### config.mk
export PLATFORM = sky130hd
export DESIGN_NAME = extended_gcd_top
export DESIGN_NICKNAME = d
export VERILOG_FILES = /design/src/design/egcd_pkg.sv /design/src/design/egcd_datapath.sv /design/src/design/egcd_sequencer.sv /design/src/design/extended_gcd_top.sv
export SDC_FILE = /design/constraint.sdc
export NUM_CORES = 1
export LEC_CHECK = 0
export BUFFER_PORTS_ARGS = -buffer_cell sky130_fd_sc_hd__buf_2
export CAP_MARGIN = 5
export CORE_ASPECT_RATIO = 1.25
export CORE_MARGIN = 3
export CORE_UTILIZATION = 62
export DETAILED_ROUTE_END_ITERATION = 16
export GPL_ROUTABILITY_DRIVEN = 0
export PLACE_DENSITY = 0.93
export SYNTH_ARGS = -nofsm -noshare
export SYNTH_HDL_FRONTEND = slang
export SYNTH_SLANG_ARGS = --single-unit
### constraint.sdc
create_clock -name clock -period 17.25 [get_ports clock]
set_clock_uncertainty 0.15 [all_clocks]
set_input_delay 5.175 -clock clock [delete_from_list [all_inputs] [get_ports clock]]
set_output_delay 5.175 -clock clock [all_outputs]
set_load 0.05 [all_outputs]
### src/design/egcd_pkg.sv
// ----------------------------------------------------------------------------
// Extended GCD package
// Shared constants, sequencer states and control structs.
// ----------------------------------------------------------------------------
package egcd_pkg;

   localparam int OPERAND_WIDTH_DEF = 31;
   localparam int COEFF_WIDTH       = 32;

   typedef enum logic [2:0] {
      ST_IDLE,
      ST_CHECK,
      ST_DIVIDE,
      ST_UPDATE,
      ST_DONE
   } state_type;

   // Sequencer commands to the datapath
   typedef struct packed {
      logic load;    // capture operands, seed coefficients
      logic init;    // open a round: clear remainder and products
      logic step;    // one quotient bit
      logic update;  // close a round: rotate remainders and coefficients
   } ctrl_type;

   typedef struct packed {
      logic b_zero;
   } status_type;

endpackage

### src/design/egcd_datapath.sv
// ----------------------------------------------------------------------------
// Extended GCD datapath
// Shared shift-subtract divider with coefficient multiply-accumulate.
// ----------------------------------------------------------------------------
module egcd_datapath
   import egcd_pkg::*;
#(
   parameter int OPERAND_WIDTH = OPERAND_WIDTH_DEF
) (
   input  logic                       clock,
   input  ctrl_type                   ctrl,
   input  logic [OPERAND_WIDTH-1:0]   operand_a,
   input  logic [OPERAND_WIDTH-1:0]   operand_b,
   output status_type                 status,
   output logic [OPERAND_WIDTH-1:0]   divisor_gcd,
   output logic [COEFF_WIDTH-1:0]     coeff_x,
   output logic [COEFF_WIDTH-1:0]     coeff_y
);

   logic [OPERAND_WIDTH-1:0] a_ff, a_in, b_ff, b_in;
   logic [OPERAND_WIDTH-1:0] part_ff, part_in, shift_ff, shift_in;
   logic [COEFF_WIDTH-1:0]   xp_ff, xp_in, xc_ff, xc_in;
   logic [COEFF_WIDTH-1:0]   yp_ff, yp_in, yc_ff, yc_in;
   logic [COEFF_WIDTH-1:0]   qx_ff, qx_in, qy_ff, qy_in;

   logic [OPERAND_WIDTH:0]   trial;
   logic [OPERAND_WIDTH:0]   diff;
   logic                     fits;

   // Bring down the next dividend bit and trial-subtract the divisor
   assign trial = {part_ff, shift_ff[OPERAND_WIDTH-1]};
   assign fits  = (trial >= {1'b0, b_ff});
   assign diff  = trial - {1'b0, b_ff};

   always_comb begin
      a_in     = a_ff;
      b_in     = b_ff;
      part_in  = part_ff;
      shift_in = shift_ff;
      xp_in    = xp_ff;
      xc_in    = xc_ff;
      yp_in    = yp_ff;
      yc_in    = yc_ff;
      qx_in    = qx_ff;
      qy_in    = qy_ff;
      if (ctrl.load) begin
         a_in  = operand_a;
         b_in  = operand_b;
         xp_in = COEFF_WIDTH'(1);
         xc_in = '0;
         yp_in = '0;
         yc_in = COEFF_WIDTH'(1);
      end
      if (ctrl.init) begin
         part_in  = '0;
         shift_in = a_ff;
         qx_in    = '0;
         qy_in    = '0;
      end
      if (ctrl.step) begin
         part_in  = fits ? diff[OPERAND_WIDTH-1:0] : trial[OPERAND_WIDTH-1:0];
         shift_in = {shift_ff[OPERAND_WIDTH-2:0], 1'b0};
         // Horner form of q*xc and q*yc, quotient bits MSB first
         qx_in    = {qx_ff[COEFF_WIDTH-2:0], 1'b0} + (fits ? xc_ff : '0);
         qy_in    = {qy_ff[COEFF_WIDTH-2:0], 1'b0} + (fits ? yc_ff : '0);
      end
      if (ctrl.update) begin
         a_in  = b_ff;
         b_in  = part_ff;
         xp_in = xc_ff;
         xc_in = xp_ff - qx_ff;
         yp_in = yc_ff;
         yc_in = yp_ff - qy_ff;
      end
   end

   always_ff @(posedge clock) begin
      a_ff     <= a_in;
      b_ff     <= b_in;
      part_ff  <= part_in;
      shift_ff <= shift_in;
      xp_ff    <= xp_in;
      xc_ff    <= xc_in;
      yp_ff    <= yp_in;
      yc_ff    <= yc_in;
      qx_ff    <= qx_in;
      qy_ff    <= qy_in;
   end

   assign status.b_zero = (b_ff == '0);
   assign divisor_gcd   = a_ff;
   assign coeff_x       = xp_ff;
   assign coeff_y       = yp_ff;

endmodule

### src/design/egcd_sequencer.sv
// ----------------------------------------------------------------------------
// Extended GCD sequencer
// Steps the shared divider through the rounds of one item.
// ----------------------------------------------------------------------------
module egcd_sequencer
   import egcd_pkg::*;
#(
   parameter int OPERAND_WIDTH = OPERAND_WIDTH_DEF
) (
   input  logic       clock,
   input  logic       reset,
   input  logic       start,
   input  status_type status,
   output ctrl_type   ctrl,
   output logic       busy,
   output logic       rsp_valid
);

   localparam int CNT_W = $clog2(OPERAND_WIDTH);
   localparam logic [CNT_W-1:0] CNT_LAST = CNT_W'(OPERAND_WIDTH - 1);

   state_type        state_ff, state_in;
   logic [CNT_W-1:0] count_ff, count_in;

   // Next state
   always_comb begin
      state_in = state_ff;
      unique case (state_ff)
         ST_IDLE:   if (start) state_in = ST_CHECK;
         ST_CHECK:  state_in = status.b_zero ? ST_DONE : ST_DIVIDE;
         ST_DIVIDE: if (count_ff == '0) state_in = ST_UPDATE;
         ST_UPDATE: state_in = ST_CHECK;
         ST_DONE:   state_in = ST_IDLE;
         default:   state_in = ST_IDLE;
      endcase
   end

   // Outputs
   always_comb begin
      ctrl      = '0;
      busy      = 1'b1;
      rsp_valid = 1'b0;
      count_in  = count_ff;
      unique case (state_ff)
         ST_IDLE: begin
            busy      = 1'b0;
            ctrl.load = start;
         end
         ST_CHECK: begin
            ctrl.init = 1'b1;
            count_in  = CNT_LAST;
         end
         ST_DIVIDE: begin
            ctrl.step = 1'b1;
            count_in  = count_ff - CNT_W'(1);
         end
         ST_UPDATE: begin
            ctrl.update = 1'b1;
         end
         ST_DONE: begin
            rsp_valid = 1'b1;
         end
         default: begin
            busy = 1'b1;
         end
      endcase
   end

   always_ff @(posedge clock) begin
      if (reset) begin
         state_ff <= ST_IDLE;
         count_ff <= '0;
      end else begin
         state_ff <= state_in;
         count_ff <= count_in;
      end
   end

endmodule

### src/design/extended_gcd_top.sv
// ----------------------------------------------------------------------------
// Extended GCD top level
// Rounds: R remainder rounds run from the start transfer to the result
//   strobe (none when operand b is zero, up to about 46 at 31 bits).
// Items: one at a time; busy stays high through the result strobe, and the
//   single shared divider resolves one quotient bit per cycle.
// Reset: synchronous, active high; returns to idle, no result pending.
// ----------------------------------------------------------------------------
module extended_gcd_top
   import egcd_pkg::*;
#(
   parameter int OPERAND_WIDTH = OPERAND_WIDTH_DEF
) (
   input  logic                           clock,
   input  logic                           reset,
   // Command channel: transfer on start while not busy
   input  logic                           start,
   output logic                           busy,
   input  logic [OPERAND_WIDTH-1:0]       req_operand_a,
   input  logic [OPERAND_WIDTH-1:0]       req_operand_b,
   // Result channel: one-cycle strobe, receiver cannot stall
   output logic                           rsp_valid,
   output logic [OPERAND_WIDTH-1:0]       rsp_divisor_gcd,
   output logic signed [COEFF_WIDTH-1:0]  rsp_coeff_x,
   output logic signed [COEFF_WIDTH-1:0]  rsp_coeff_y
);

   ctrl_type                 ctrl;
   status_type               status;
   logic [COEFF_WIDTH-1:0]   coeff_x;
   logic [COEFF_WIDTH-1:0]   coeff_y;

   // Sequencer: per round, a CHECK state (open round or finish when the
   // divisor is zero), then DIVIDE for every quotient bit, then UPDATE.
   egcd_sequencer #(
      .OPERAND_WIDTH (OPERAND_WIDTH)
   ) u_sequencer (
      .clock     (clock),
      .reset     (reset),
      .start     (start),
      .status    (status),
      .ctrl      (ctrl),
      .busy      (busy),
      .rsp_valid (rsp_valid)
   );

   // Datapath: restoring divider producing quotient bits MSB first, with
   // q*x and q*y accumulated alongside so no multiplier is needed.
   // Coefficients wrap modulo 2^32, matching the truncated result.
   egcd_datapath #(
      .OPERAND_WIDTH (OPERAND_WIDTH)
   ) u_datapath (
      .clock       (clock),
      .ctrl        (ctrl),
      .operand_a   (req_operand_a),
      .operand_b   (req_operand_b),
      .status      (status),
      .divisor_gcd (rsp_divisor_gcd),
      .coeff_x     (coeff_x),
      .coeff_y     (coeff_y)
   );

   // Hold results in the datapath registers; present them signed
   assign rsp_coeff_x = $signed(coeff_x);
   assign rsp_coeff_y = $signed(coeff_y);

endmodule

== Yosys cells after proc, flatten, opt, wreduce, memory -nomap -nowiden ==
Cells that the tools add are included.
Word-level totals
  flip-flop bits (word level): 324
  output and inout bits: 97
  input bits: 65
  logic and storage cells: 64
Cells by class
  order comparisons: 1
  $add $sub $neg: 6
  equality and inequality tests: 6
  mux-type cells: 31
  reduce and logical (&&, ||, !) cells: 7
Operator list (count)
  two-way mux 32 bit: 11
  two-way mux 31 bit: 9
  adder 32 bit: 2
  subtractor 32 bit: 2
  greater-or-equal comparator 32 x 31 -> 1 bit: 1
  logical NOT 31 bit: 1
  subtractor 31 bit: 1
  one-hot mux 3 bit (4 select lines): 1
  one-hot mux 5 bit (2 select lines): 1
  two-way mux 3 bit: 3
  == test 3 x 2 -> 1 bit, second input constant: 2
  two-way mux 1 bit: 6
  nonzero test 2 bit: 3
  logical NOT 5 bit: 1
  subtractor 5 x 1 -> 5 bit, second input constant: 1
  == test 3 x 1 -> 1 bit, second input constant: 1
  == test 3 bit, second input constant: 1
  logical NOT 3 bit: 1
  != test 2 x 1 -> 1 bit, second input constant: 1
  != test 2 bit, second input constant: 1
  AND reduction 2 bit: 1

== Longest topological paths before layout ==
Gate-level depths: netlist of the first run.
  depth in word-level cells: 4
  depth in mapped cells: 22
  depth with buffers taken out: 20

== By module ==
Synthesis of the first run repeated with hierarchy kept, for this count alone.
Unflattened totals
  cells, all modules: 1990
  area total of the unflattened synthesis: 20738.6 um^2
Modules (own cells, without submodules)
  egcd_datapath: area an instance 20294.5 um^2, cells an instance 1940, instances 1
  egcd_sequencer: area an instance 444.2 um^2, cells an instance 50, instances 1

== Worst setup path before layout of the first run ==
Ideal clock, no wire load.
  path kind: input port to flip-flop
  from: input start
  to: register u_datapath.b_ff[0], enable pin
  setup slack: 1910 ps
  data arrival time: 14388 ps
  cell stages on the path: 2
  buffers on the path: 0
  path through: nand2_1 a21oi_1
On the way
  cells in the longest elaborated chain, start to end: 2
Ends and longest elaborated chain
  start, declared: line extended_gcd_top.sv:17  | input logic start,
  two-way mux 1 bit: line egcd_sequencer.sv:44  | unique case (state_ff)
  nonzero test 2 bit (no line)
  end signal, assigned: line egcd_datapath.sv:79  | b_ff <= b_in;
  end, declared: line egcd_datapath.sv:20  | logic [OPERAND_WIDTH-1:0] a_ff, a_in, b_ff, b_in;
Every way passes these cells.
A chain may end at the register's enable or synchronous reset.

== Final worst setup path of the first run ==
  from: register u_sequencer.state_ff[2]
  to: output rsp_valid
On the way
  cells in the longest elaborated chain, start to end: 2
Ends and longest elaborated chain
  start, declared: line egcd_sequencer.sv:22  | state_type state_ff, state_in;
  start signal, assigned: line egcd_sequencer.sv:74  | state_ff <= state_in;
  == test 3 bit: line egcd_sequencer.sv:44
  two-way mux 1 bit: line egcd_sequencer.sv:44
  end, declared: line extended_gcd_top.sv:22  | output logic rsp_valid,
Every way passes these cells.

==> results of run 1 <==
[sequential cells by signal, indices dropped and copies added (netlist names), 5 cells and up]
signal,count
u_datapath.b_ff,31
u_datapath.coeff_y,32
u_datapath.yc_ff,32
u_datapath.shift_ff,31
u_datapath.divisor_gcd,31
u_sequencer.count_ff,5
u_datapath.coeff_x,32
u_datapath.qy_ff,32
u_datapath.qx_ff,32
u_datapath.xc_ff,32
u_datapath.part_ff,31
[per-stage QoR]
step	setup WS [ns]	hold slack, ns	util
finish	9.82	0.337	0.705
global route	9.74	0.355	0.705
CTS	9.81	0.341	0.705
detailed placement	9.64	0.327	0.670
global placement	9.72	0.307	0.670
floorplan	1.91	0.293	-
[synth_stat cells, types with 13 or more instances]
cell type,instances,share of area
nand4_1,16,0.0047
edfxtp_1,315,0.45
a31oi_1,23,0.0068
nand2b_1,14,0.0042
xor2_1,47,0.020
a21o_1,81,0.029
nand2_1,254,0.045
a211oi_1,38,0.014
nand3_1,39,0.0093
o21a_1,30,0.011
ha_1,155,0.092
or3_1,23,0.0068
o21bai_1,19,0.0068
o21ai_0,120,0.028
and3_1,17,0.0050
a21oi_1,132,0.031
nor3_1,50,0.012
o211ai_1,15,0.0053
and2_1,141,0.042
clkbuf_1,64,0.011
inv_1,139,0.025
nor3b_1,13,0.0046
nor2_1,162,0.029
xnor2_1,43,0.018
a22o_1,33,0.014
[cell usage in the layout, fill, tap and decap left out, types with 7 or more instances in the layout]
master     count
edfxtp_1     315
nand2_1      253
buf_2        161
nor2_1       160
ha_1         155
and2_1       141
inv_1        138
a21oi_1      131
o21ai_0      120
a21o_1        81
nor3_1        50
xor2_1        47
xnor2_1       43
nand3_1       39
a211oi_1      38
clkbuf_16     37
a22o_1        33
o21a_1        30
a31oi_1       23
or3_1         23
o21bai_1      19
and3_1        17
nand4_1       16
o211ai_1      15
nand2b_1      14
nor2b_1       12
mux2i_1       12
nor3b_1       12
nor4_1        11
buf_4         10
clkinv_1       9
dfxtp_1        9
a31o_2         7
or2_2          7
a21boi_0       7
[power by group]
| group | switching (mW) | total (mW) | leakage (nW) | internal [mW] |
|---|---|---|---|---|
| Clock | 0.327 | 0.766 | 0.562 | 0.439 |
| Combinational | 0.666 | 1.03 | 6.37 | 0.367 |
| Sequential | 0.0596 | 1.05 | 3.15 | 0.992 |
[layout make-up]
class / instances / area [um^2] / area share
tap: 418 / 523 / 0.0224
clock inverter: 25 / 213 / 0.00910
multi-input combinational: 1624 / 10700 / 0.456
clock buffer: 40 / 937 / 0.0401
timing repair buffer: 171 / 881 / 0.0377
sequential: 324 / 9640 / 0.413
inverter: 139 / 524 / 0.0224
[layer usage]
metal,track usage,wire length (um),up-vias
li1,-,-,8167
met1,0.361,20200,8336
met2,0.490,26100,918
met3,0.0500,4520,191
met4,0.119,2120,0
met5,0,0,-
[cells by family (layout without fill, tap and decap cells)]
family	after synthesis	in the layout	synth area share
simple gates	786	786	0.182
compound gates	576	576	0.181
flops	324	324	0.457
buf+inv	219	375	0.0396
fa+ha+maj	160	160	0.0967
xor+xnor	90	90	0.0374
mux	12	12	0.00570
[worst max path at each step]
stage | from | end | slack [ns]
global route | u_sequencer.state_ff[2] | rsp_valid | 9.74
detailed placement | start | u_datapath.xc_ff[17] | 9.64
floorplan | start | u_datapath.b_ff[0] | 1.91
finish | u_sequencer.state_ff[2] | rsp_valid | 9.82
global placement | start | u_datapath.coeff_x[16] | 9.72
CTS | u_sequencer.state_ff[2] | busy | 9.81
[worst reg2reg max path: cells and delay by family (launching register included)]
kind            cells  cell delay (ns)
flops               1             0.43
compound gates     11             3.12
fa+ha+maj           3             1.10
buf+inv             1             0.48
xor+xnor            1             0.17
simple gates        3             0.73
==> flow_summary.json, run 1 <==
{
  "finalHoldViolCount": 0,
  "io_buffers": 161,
  "stdcell_count": 2741,
  "maxSlewHeadroom": 0.305,
  "r2r_end": "u_datapath.qx_ff[25]",
  "cp-start-kind": "flop",
  "hold_start": "u_sequencer.count_ff[4]",
  "syn2layout_area_growth_pct": 10.8,
  "cp.required_ns": 11.93,
  "diodes": 0,
  "status": "finished clean",
  "grt_pass1_vias": 17400,
  "critPathTopFamily": "flip-flops",
  "clock_latency_ns": 0.53,
  "hold_path_depth": 1,
  "synthesis.area_mm2": 0.0211,
  "r2r_cells": 19,
  "place_area_mm2": 0.0222,
  "fin_area_mm2": 0.0234,
  "cts.sinks": 324,
  "layout-drive-gt1-share": 0.111,
  "synth-edff-count": 315,
  "grt_usage": 0.286,
  "rr_startpoint": "u_datapath.part_ff[18]",
  "rsz0062_at_grt": "false",
  "crit_path_max_incr_delay_ns": 0.95,
  "yosys_register_bits": 324,
  "antenna_found_initial": 1,
  "tightest_slew_ns": 1.04,
  "post_cts_resized": 0,
  "grt_max_degree": 102,
  "cts_hold_buf": 0,
  "yosys_warnings": 0,
  "n_fill_cell": 2369,
  "cp_max_fo": 23,
  "io_pins": 162,
  "finalSetupViolCount": 0,
  "grt_pass1_wl_mm": 85.3,
  "cap_violations": 0,
  "cts_buffers": 36,
  "synth.distinct_cells": 78,
  "ys_seq_area_frac": 0.457,
  "drv_slew": 0,
  "hpwl_mm": 36.5,
  "leakage_nw": 10.1,
  "hold_class": "flop to flop",
  "htree_num_levels": 2,
  "dp_cells": 2676,
  "synthCells": 2167,
  "cp.depth": 2,
  "ir_drop_mv": 0.107,
  "cts_buffer_depth": 3,
  "cp.arrival_ns": 2.10,
  "cts_tree": "yes",
  "hold_path_end": "u_sequencer.count_ff[4]",
  "fp.dieH_um": 212,
  "clk_pin_slew_ns": 0.06,
  "timing.setup.tns_ns": 0,
  "wire_per_inst_um": 19.3,
  "drc": 0,
  "clock-root-buffer": "clkbuf_16",
  "die_x_um": 171,
  "min_period_ns": 7.43,
  "synthFlopType": "edfxtp_1",
  "rrSetupSlack_ns": 10.82,
  "powerDensity_mw_per_mm2": 122,
  "rows": 74,
  "crit_buf_inv": 1,
  "vias": 17600,
  "initial_core_util": 0.636,
  "cts_setup_buffers": 0,
  "async_flop_share": 0,
  "core_region_area_mm2": 0.0331,
  "totalWireLength_mm": 53.0,
  "vias_per_cell": 6.43,
  "fmax_mhz": 135,
  "cpMaxStageDelayCell": "dfxtp_1",
  "drt_iter0_drc": 1655,
  "path_class": "flop to output port",
  "crit_chain": "and2_1 -> buf_2",
  "ant_nets": 0,
  "drtPass1Iterations": 6,
  "endpoint_kind": "output port",
  "dieArea_mm2": 0.0363,
  "power_mw": 2.85,
  "fin_crit_sh": 0.431,
  "nNetsFinal": 2521,
  "syn_area_per_cell_um2": 9.73,
  "grt-ovfl-total": 0,
  "synth.net_count": 2392
}
Note: power is estimated with default switching activity, not from simulation.
==> run 2: changes to the inputs <==
--- a/config.mk
+++ b/config.mk
@@ -9,10 +9,10 @@
 export CAP_MARGIN = 5
 export CORE_ASPECT_RATIO = 1.25
 export CORE_MARGIN = 3
-export CORE_UTILIZATION = 62
+export CORE_UTILIZATION = 56
 export DETAILED_ROUTE_END_ITERATION = 16
 export GPL_ROUTABILITY_DRIVEN = 0
-export PLACE_DENSITY = 0.93
+export PLACE_DENSITY = 0.89
 export SYNTH_ARGS = -nofsm -noshare
 export SYNTH_HDL_FRONTEND = slang
 export SYNTH_SLANG_ARGS = --single-unit
==> constraint.sdc (replaced) <==
create_clock -name clock -period 6.5 [get_ports clock]
set_clock_uncertainty 0.15 [all_clocks]
set_input_delay 1.95 -clock clock [delete_from_list [all_inputs] [get_ports clock]]
set_output_delay 1.95 -clock clock [all_outputs]
set_load 0.05 [all_outputs]
==> flow_summary.json, run 2 (same netlist as run 1, synthesis figures left out) <==
{
  "status": "finished clean",
  "cts_setup_buffers": 0,
  "powerDensity_mw_per_mm2": 318,
  "rsz0062_at_grt": "false",
  "clock-root-buffer": "clkbuf_16",
  "cp-start-kind": "flop",
  "rr_startpoint": "u_datapath.shift_ff[30]",
  "cp.arrival_ns": 5.89,
  "cp.required_ns": 6.60,
  "cts_buffers": 35,
  "htree_num_levels": 2,
  "drt_iter0_drc": 1781,
  "clock_latency_ns": 0.53,
  "io_pins": 162,
  "ir_drop_mv": 0.227,
  "fp.dieH_um": 223,
  "fin_crit_sh": 0.891,
  "cap_violations": 0,
  "drc": 0,
  "maxSlewHeadroom": 0.222,
  "drv_slew": 0,
  "dp_cells": 2742,
  "hold_path_end": "u_sequencer.count_ff[4]",
  "rows": 78,
  "timing.setup.tns_ns": 0,
  "layout-drive-gt1-share": 0.110,
  "busiest_layer": "met2",
  "grt_use_met1": 0.327,
  "grt_max_degree": 86,
  "stdcell_count": 2804,
  "layout_commonest_cell": "edfxtp_1",
  "met3_usage": 0.0334,
  "endpoint_kind": "flop",
  "initial_core_util": 0.575,
  "setup_ws_ns": 0.707,
  "syn2layout_area_growth_pct": 10.7,
  "hold_start": "u_sequencer.count_ff[4]",
  "grt-ovfl-total": 0,
  "clk_pin_slew_ns": 0.06,
  "fin_util": 0.636,
  "n_fill_cell": 2908,
  "cts_buffer_depth": 3,
  "finalHoldViolCount": 0,
  "dieArea_mm2": 0.0400,
  "fmax_mhz": 173,
  "multiInputGateArea_mm2": 0.0107,
  "rrSetupSlack_ns": 0.71,
  "wire_per_inst_um": 19.2,
  "power_mw": 7.42,
  "min_period_ns": 5.79,
  "post_cts_resized": 0,
  "ant_nets": 0,
  "regArea_mm2": 0.00964,
  "grt_pass1_vias": 17300,
  "hold_class": "flop to flop",
  "cts_hold_buf": 0,
  "path_class": "flop to flop",
  "cts_tree": "yes",
  "vias": 17500,
  "hold_path_depth": 1,
  "antenna_found_initial": 2,
  "drtPass1Iterations": 5,
  "totalWireLength_mm": 53.9,
  "cp_max_fo": 23,
  "vias_per_cell": 6.25,
  "hpwl_mm": 37.9,
  "nNetsFinal": 2524,
  "core_region_area_mm2": 0.0367,
  "cts.sinks": 324,
  "die_x_um": 180,
  "diodes": 0,
  "grt_usage": 0.258,
  "io_buffers": 161,
  "pre_cts_ws_ns": 0.867,
  "use_met2": 0.456,
  "finalSetupViolCount": 0,
  "tightest_slew_ns": 1.17,
  "r2r_cells": 21,
  "final_cell_mix": "edfxtp_1 (315), nand2_1 (253), buf_2 (161), nor2_1 (160), ha_1 (155)",
  "r2r_end": "u_datapath.qy_ff[19]",
  "leakage_nw": 10.1,
  "grt_pass1_wl_mm": 86.8
}
run 2: routing by layer:
layer  up-vias  wire length (um)
met5         -                32
met4         4              1890
met3       158              3560
met2       759             26900
met1      8429             21600
li1       8175                 -
run 2: cell type report:
class,count,share of cell area
Sequential cell,324,0.413
Clock buffer,42,0.0386
Clock inverter,20,0.00546
Multi-Input combinational cell,1624,0.456
Inverter,139,0.0224
Tap cell,480,0.0257
Timing Repair Buffer,175,0.0390
run 2: worst max path at each step:
| stage | startpoint | end | slack, ns | cells past startpoint |
|---|---|---|---|---|
| 5_1_grt | u_datapath.b_ff[0] | u_datapath.qx_ff[25] | 0.34 | 19 |
| 3_3_place_gp | u_datapath.b_ff[0] | u_datapath.qx_ff[25] | 1.05 | 19 |
| 2_1_floorplan | start | u_datapath.b_ff[0] | 0.74 | 2 |
| 6_report | u_datapath.shift_ff[30] | u_datapath.qy_ff[19] | 0.71 | 21 |
| 3_5_place_dp | u_datapath.b_ff[0] | u_datapath.qx_ff[25] | 0.87 | 19 |
| 4_1_cts | u_datapath.b_ff[0] | u_datapath.qx_ff[25] | 0.83 | 19 |
run 2: per-stage QoR:
stage               hold WS (ns)  area, um^2
finish                     0.345       23400
detailed placement         0.321       22300
floorplan                  0.293       21100
global route               0.366       23400
CTS                        0.334       23400
global placement           0.307       22300
run 2: report_power, final:
group	total, mW	switching (mW)	leakage [nW]	internal (mW)
Combinational	2.74	1.76	6.39	0.980
Clock	1.87	0.842	0.507	1.03
Sequential	2.80	0.169	3.15	2.63
run 2: worst max-delay path, stage by stage, from the launching register on:
cell	delay, ns
edfxtp_1	0.40
inv_1	0.08
ha_1	0.18
fa_1	0.20
nand2b_1	0.15
a21oi_1	0.13
o41a_1	0.43
o31ai_1	0.30
a31o_2	0.24
nand2_2	0.29
buf_4	0.32
and2_1	0.17
ha_1	0.22
fa_1	0.44
a211oi_1	0.39
o211ai_1	0.22
nand4_1	0.17
nand2_1	0.09
a31o_2	0.29
a311oi_1	0.35
o21ai_0	0.15
nor3b_1	0.16
